**src/sv/ils_pkg.sv**
```systemverilog
// Shared types and constants for the indexed list store.
package ils_pkg;

    localparam int LIST_DEPTH_DEF   = 64;
    localparam int ELEMENT_BITS_DEF = 32;

    localparam int KIND_BITS   = 3;
    localparam int POS_BITS    = 6;
    localparam int VALUE_BITS  = 32;
    localparam int LENGTH_BITS = 7;
    localparam int STATUS_BITS = 2;

    typedef enum logic [KIND_BITS-1:0] {
        KIND_PUSH   = 3'd0,
        KIND_INSERT = 3'd1,
        KIND_SET    = 3'd2,
        KIND_GET    = 3'd3,
        KIND_DELETE = 3'd4
    } t_kind;

    typedef enum logic [STATUS_BITS-1:0] {
        ST_DONE      = 2'd0,
        ST_FULL      = 2'd1,
        ST_BAD_INDEX = 2'd2
    } t_status;

    // Per-cycle command broadcast along the cell row.
    typedef enum logic [1:0] {
        CMD_NONE  = 2'd0,
        CMD_WRITE = 2'd1,
        CMD_UP    = 2'd2,
        CMD_DOWN  = 2'd3
    } t_cmd;

endpackage

```
**src/sv/ils_cell.sv**
```systemverilog
// One list cell: holds a single element and trades it with its neighbours.
module ils_cell
    import ils_pkg::*;
#(
    parameter int IDX = 0,
    parameter int CW  = 7,
    parameter int EW  = ELEMENT_BITS_DEF
) (
    input  logic          i_clk,
    input  t_cmd          i_cmd,
    input  logic [CW-1:0] i_pos,
    input  logic [CW-1:0] i_count,
    input  logic [EW-1:0] i_element,
    input  logic [EW-1:0] i_fill,
    input  logic [EW-1:0] i_left,
    input  logic [EW-1:0] i_right,
    output logic [EW-1:0] o_value
);

    localparam logic [CW-1:0] MY_IDX  = CW'(IDX);
    localparam logic [CW-1:0] NXT_IDX = CW'(IDX + 1);

    logic [EW-1:0] r_value;
    logic [EW-1:0] n_value;

    always_comb begin
        n_value = r_value;
        case (i_cmd)
            CMD_WRITE: begin
                if (MY_IDX == i_pos) begin
                    n_value = i_element;
                end else if (MY_IDX >= i_count && MY_IDX < i_pos) begin
                    n_value = i_fill;
                end
            end
            CMD_UP: begin
                if (MY_IDX == i_pos) begin
                    n_value = i_element;
                end else if (MY_IDX > i_pos && MY_IDX <= i_count) begin
                    n_value = i_left;
                end
            end
            CMD_DOWN: begin
                if (MY_IDX >= i_pos && NXT_IDX < i_count) begin
                    n_value = i_right;
                end
            end
            default: n_value = r_value;
        endcase
    end

    always_ff @(posedge i_clk) begin
        r_value <= n_value;
    end

    assign o_value = r_value;

endmodule

```
**config.mk**
```make
export PLATFORM = sky130hd
export DESIGN_NAME = ils_cell
export DESIGN_NICKNAME = d
export VERILOG_FILES = /design/src/sv/ils_pkg.sv /design/src/sv/ils_cell.sv
export SDC_FILE = /design/constraint.sdc
export NUM_CORES = 1
export LEC_CHECK = 0
export ABC_AREA = 1
export BUFFER_PORTS_ARGS = -buffer_cell sky130_fd_sc_hd__buf_2
export CORE_MARGIN = 2
export CORE_UTILIZATION = 44
export DETAILED_ROUTE_END_ITERATION = 8
export PLACE_DENSITY = 0.95
export SKIP_LAST_GASP = 1
export SYNTH_ARGS = -nofsm -noshare
export SYNTH_HDL_FRONTEND = slang
export SYNTH_SLANG_ARGS = --single-unit
```
**constraint.sdc**
```tcl
create_clock -name i_clk -period 4.6 [get_ports i_clk]
set_input_delay 0.46 -clock i_clk [delete_from_list [all_inputs] [get_ports i_clk]]
set_output_delay 0.46 -clock i_clk [all_outputs]
set_load 0.02 [all_outputs]
```
== Word level (Yosys, flattened, before mapping) ==
Cells that the tools add are included.

* Register bits after elaboration: 32
* Output and inout bits: 32
* Logic and storage cells: 25

* Order comparisons: 6
* Equal/unequal tests: 6
* Multiplexer cells: 6
* Reduce and logical (&&, ||, !) cells: 6

{| class="wikitable"
|+ Operators by type and width
! kind !! count
|-
| $mux 32 || 5
|-
| $pmux 32 s3 || 1
|-
| $ge 1x7->1 const A || 2
|-
| $lt 1x7->1 const A || 2
|-
| $gt 1x7->1 const A || 1
|-
| $le 1x7->1 const A || 1
|-
| $logic_not 7->1 || 1
|-
| $ne 3x3->1 const B || 2
|-
| $eq 2x2->1 const B || 2
|-
| $reduce_and 4->1 || 1
|-
| $logic_and 1x1->1 || 3
|-
| $reduce_bool 3->1 || 1
|-
| $eq 2x1->1 const B || 1
|-
| $ne 2x2->1 const B || 1
|}

== Depth between registers and ports, before layout ==
* Depth in word-level cells: 5
* Depth in mapped cells: 10
* Gate-level depth less buffers: 8

== Worst setup path before layout ==
No wires, ideal clock.

* Path type: input port to flip-flop
* From: input i_pos[5]
* To: register r_value[0] (netlist: o_value[0]) (enable)
* Setup time: 0.422 ns
* Arrival time: 2.467 ns
* Data required time: 4.178 ns
* Slack: 1.711 ns
* Stages on the path: 9
* Cells stage by stage: inv_1 > nand2_1 > nor2_1 > nand2_2 > buf_6 > buf_6 > nand3_1 > nand2_1 > nor2_1

* Word-level cells in the longest chain between the ends: 4
* Elaborated cells between the ends (all ways): 11
* Those cells by class: 3 x order compare; 3 x eq/ne; 5 x reduce/logical

{| class="wikitable"
|+ Ends and longest elaborated chain
! item !! RTL line !! text
|-
| from (decl) || ils_cell.sv:11 || <nowiki>input logic [CW-1:0] i_pos,</nowiki>
|-
| $gt 1x7->1, or another cell as far along || ils_cell.sv:39 || <nowiki>end else if (MY_IDX > i_pos && MY_IDX <= i_count) begin</nowiki>
|-
| $logic_and 1x1->1 (on tied branches) || ils_cell.sv:39, ils_cell.sv:32, ils_cell.sv:44 ||
|-
| $ne 3x3->1 (no line) / $ne 2x2->1 (equally long branches) || n/a ||
|-
| $reduce_and 4->1 (no line) * || n/a ||
|-
| to (signal assigned) || ils_cell.sv:53 || <nowiki>r_value <= n_value;</nowiki>
|-
| to (decl) || ils_cell.sv:23 || <nowiki>logic [EW-1:0] r_value;</nowiki>
|}

Mark *: on every way between the ends. The rest lies on a longest branch, timed or not.
A chain may end at the register's enable or synchronous reset.

== Worst setup path after layout ==
* From: input i_pos[5]
* To: register r_value[17] (netlist: o_value[17]) (enable)

Same word-level chain as after synthesis.

==> impl_metrics.json <==
{
  "max_cap_violations": 0,
  "yosys.area_share.simple_pct": 47.5,
  "portBuffers": 176,
  "cts_resized": 0,
  "synth_seq_cells": 32,
  "critPathKind": "in2reg",
  "antenna_left": 0,
  "ios": 177,
  "largest_reg_flops": 32,
  "hold_class": "in2reg",
  "placed_cells": 610,
  "wl_per_cell_um": 11.0,
  "cts_tree": "yes",
  "finalCritPeriodShare_pct": 58.4,
  "clock-sinks": 32,
  "die_h_um": 78.6,
  "cp-end-kind": "flop",
  "clk_pin_slew_ns": 0.06,
  "drc": 0,
  "final_cells": 617,
  "setup_viol": 0,
  "synth_compound_area_share_pct": 0,
  "grt_max_degree": 67,
  "first_pass_iters": 4,
  "synth_cell_type_count": 16,
  "slew-limit-headroom_pct": 24.4,
  "fin_setup_tns_ns": 0,
  "timing.final.max_slew_violations": 0,
  "ys_seq_area_share_pct": 39.2,
  "crit_fanout": 66,
  "synth_cells": 381,
  "arrival_ns": 2.59,
  "first_global_vias": 2608,
  "rsz0062_at_grt": "false",
  "cp-start-kind": "input pin",
  "synth_area_leader_cell": "edfxtp_1",
  "drive_gt1_share_pct": 40.2,
  "grt_antenna_before_repair": 0,
  "synth.avg_cell_area_um2": 6.43,
  "place_congestion": 0.836,
  "layout_min_cycle_time_ns": 2.69,
  "ctsHoldBuffers": 0,
  "start_util_pct": 45.1,
  "yosysWarnings": 0,
  "first_iter_violations": 162,
  "htreeDepth": 2,
  "max_slew.worst_pin.slew_ns": 1.13,
  "core-area_um2": 5440,
  "synth_top_family_by_area": "simple AND/OR/NAND/NOR gates",
  "ir_drop_mv": 0.110,
  "status": "finished clean",
  "syn-num-nets": 526,
  "final_common_cell": "nand2_1",
  "syn_to_final_growth_pct": 36.1,
  "dieArea_um2": 6180,
  "nFillCells": 464,
  "grt_pass1_wl_mm": 10.6,
  "finalPower_mw": 0.804,
  "pwr_density_cell_nw_per_um2": 241,
  "grt_use_total_pct": 21.5,
  "synthAdderAreaFrac_pct": 0,
  "worst_ep_required_time_ns": 4.50,
  "max_stage_delay_ns": 0.67,
  "cp_common_cell": "nand2_1",
  "rows": 27,
  "synthXorXnorAreaFrac_pct": 0,
  "hold_ws_ns": 0.543,
  "synth_top_area_share_pct": 39.2,
  "nNetsFinal": 690,
  "gr-total-overflow": 0,
  "vias": 2845,
  "routed_wl_mm": 6.82,
  "cts_setup_buffers": 0,
  "fin_util_pct": 61.4,
  "critPathSlowestCell": "nor2_4",
  "syn-cell-area_um2": 2450,
  "yosys-top-cells-area": "edfxtp_1 39%, nand2_1 36%, nand3_1 6.9%, buf_6 5.1%, inv_2 4.9%",
  "max_freq_mhz": 372,
  "cts_buffers": 5,
  "clock_path_buffers": 2,
  "p_leak_nw": 1.98,
  "path_cells": "buf_2, inv_1, nand2_1, nor2_1, nand2_2, nand3_1, nand2_1, nor2_4",
  "muxShareOfSynthArea_pct": 0,
  "final_cell_mix": "237 x nand2_1, 176 x buf_2, 34 x nand3_1, 32 x inv_2, 32 x edfxtp_1",
  "fp.dieW_um": 78.6,
  "vias_per_cell": 4.61,
  "diodes": 0,
  "hpwl_mm": 4.96,
  "cts_root_buf": "clkbuf_8",
  "hold_viol_final": 0
}
==> critical path, delay by kind of cell <==
kind	cells	cell delay (ns)
AND/OR/NAND/NOR	6	1.95
buffers and inverters	2	0.15
==> routing by layer <==
layer | vias to the layer above | track usage [%] | share of wire [%]
li1 | 1479 | - | -
met2 | 156 | 40.9 | 50
met5 | - | 0 | 0
met3 | 8 | 4.25 | 8.5
met1 | 1202 | 23.3 | 40
met4 | 0 | 7.72 | 1.7
==> cell families (layout without fill, tap and decap cells) <==
group / after synthesis / after routing
buf+inv: 61 / 225
flops: 32 / 32
simple gates: 288 / 288
==> worst paths after layout <==
check	cells after the start	slack, ns	startpoint	endpoint
min	5	0.54	i_right[13]	o_value[13]$_DFFE_PP_
max	8	1.91	i_pos[5]	o_value[17]$_DFFE_PP_
==> where the power goes <==
group | internal (mW) | switching (mW) | total [mW] | leakage, nW
Sequential | 0.365 | 0.00862 | 0.374 | 0.299
Clock | 0.0995 | 0.0903 | 0.190 | 0.0391
Combinational | 0.0958 | 0.144 | 0.240 | 1.64
==> per-stage QoR <==
| stage | cell area, µm² | setup slack, ns |
|---|---|---|
| 2_1_floorplan | 2450 | 1.71 |
| 3_3_place_gp | 3260 | 1.78 |
| 3_5_place_dp | 3260 | 1.63 |
| 4_1_cts | 3340 | 1.92 |
| 5_1_grt | 3340 | 1.79 |
| 6_report | 3340 | 1.91 |
==> area by class of cell <==
cell class	instances	area [µm²]	share of cell area, %
clock buffer	5	68.8	2.06
sequential	32	961	28.8
clock inverter	2	7.51	0.225
inverter	42	158	4.72
timing repair buffer	176	881	26.4
multi-input combinational	288	1170	35.1
tap	72	90.1	2.70
==> synth_stat cells <==
cell type  count
nand2_4        1
nand2_2        2
and2_1         1
edfxtp_1      32
nor2_1        10
nor2_4         1
buf_2          3
nand3_1       34
nor2_8         1
buf_6         11
inv_1         10
buf_4          3
inv_2         32
nand2_1      237
nor3_1         1
clkbuf_1       2
Power figures use the tool's default switching activity.
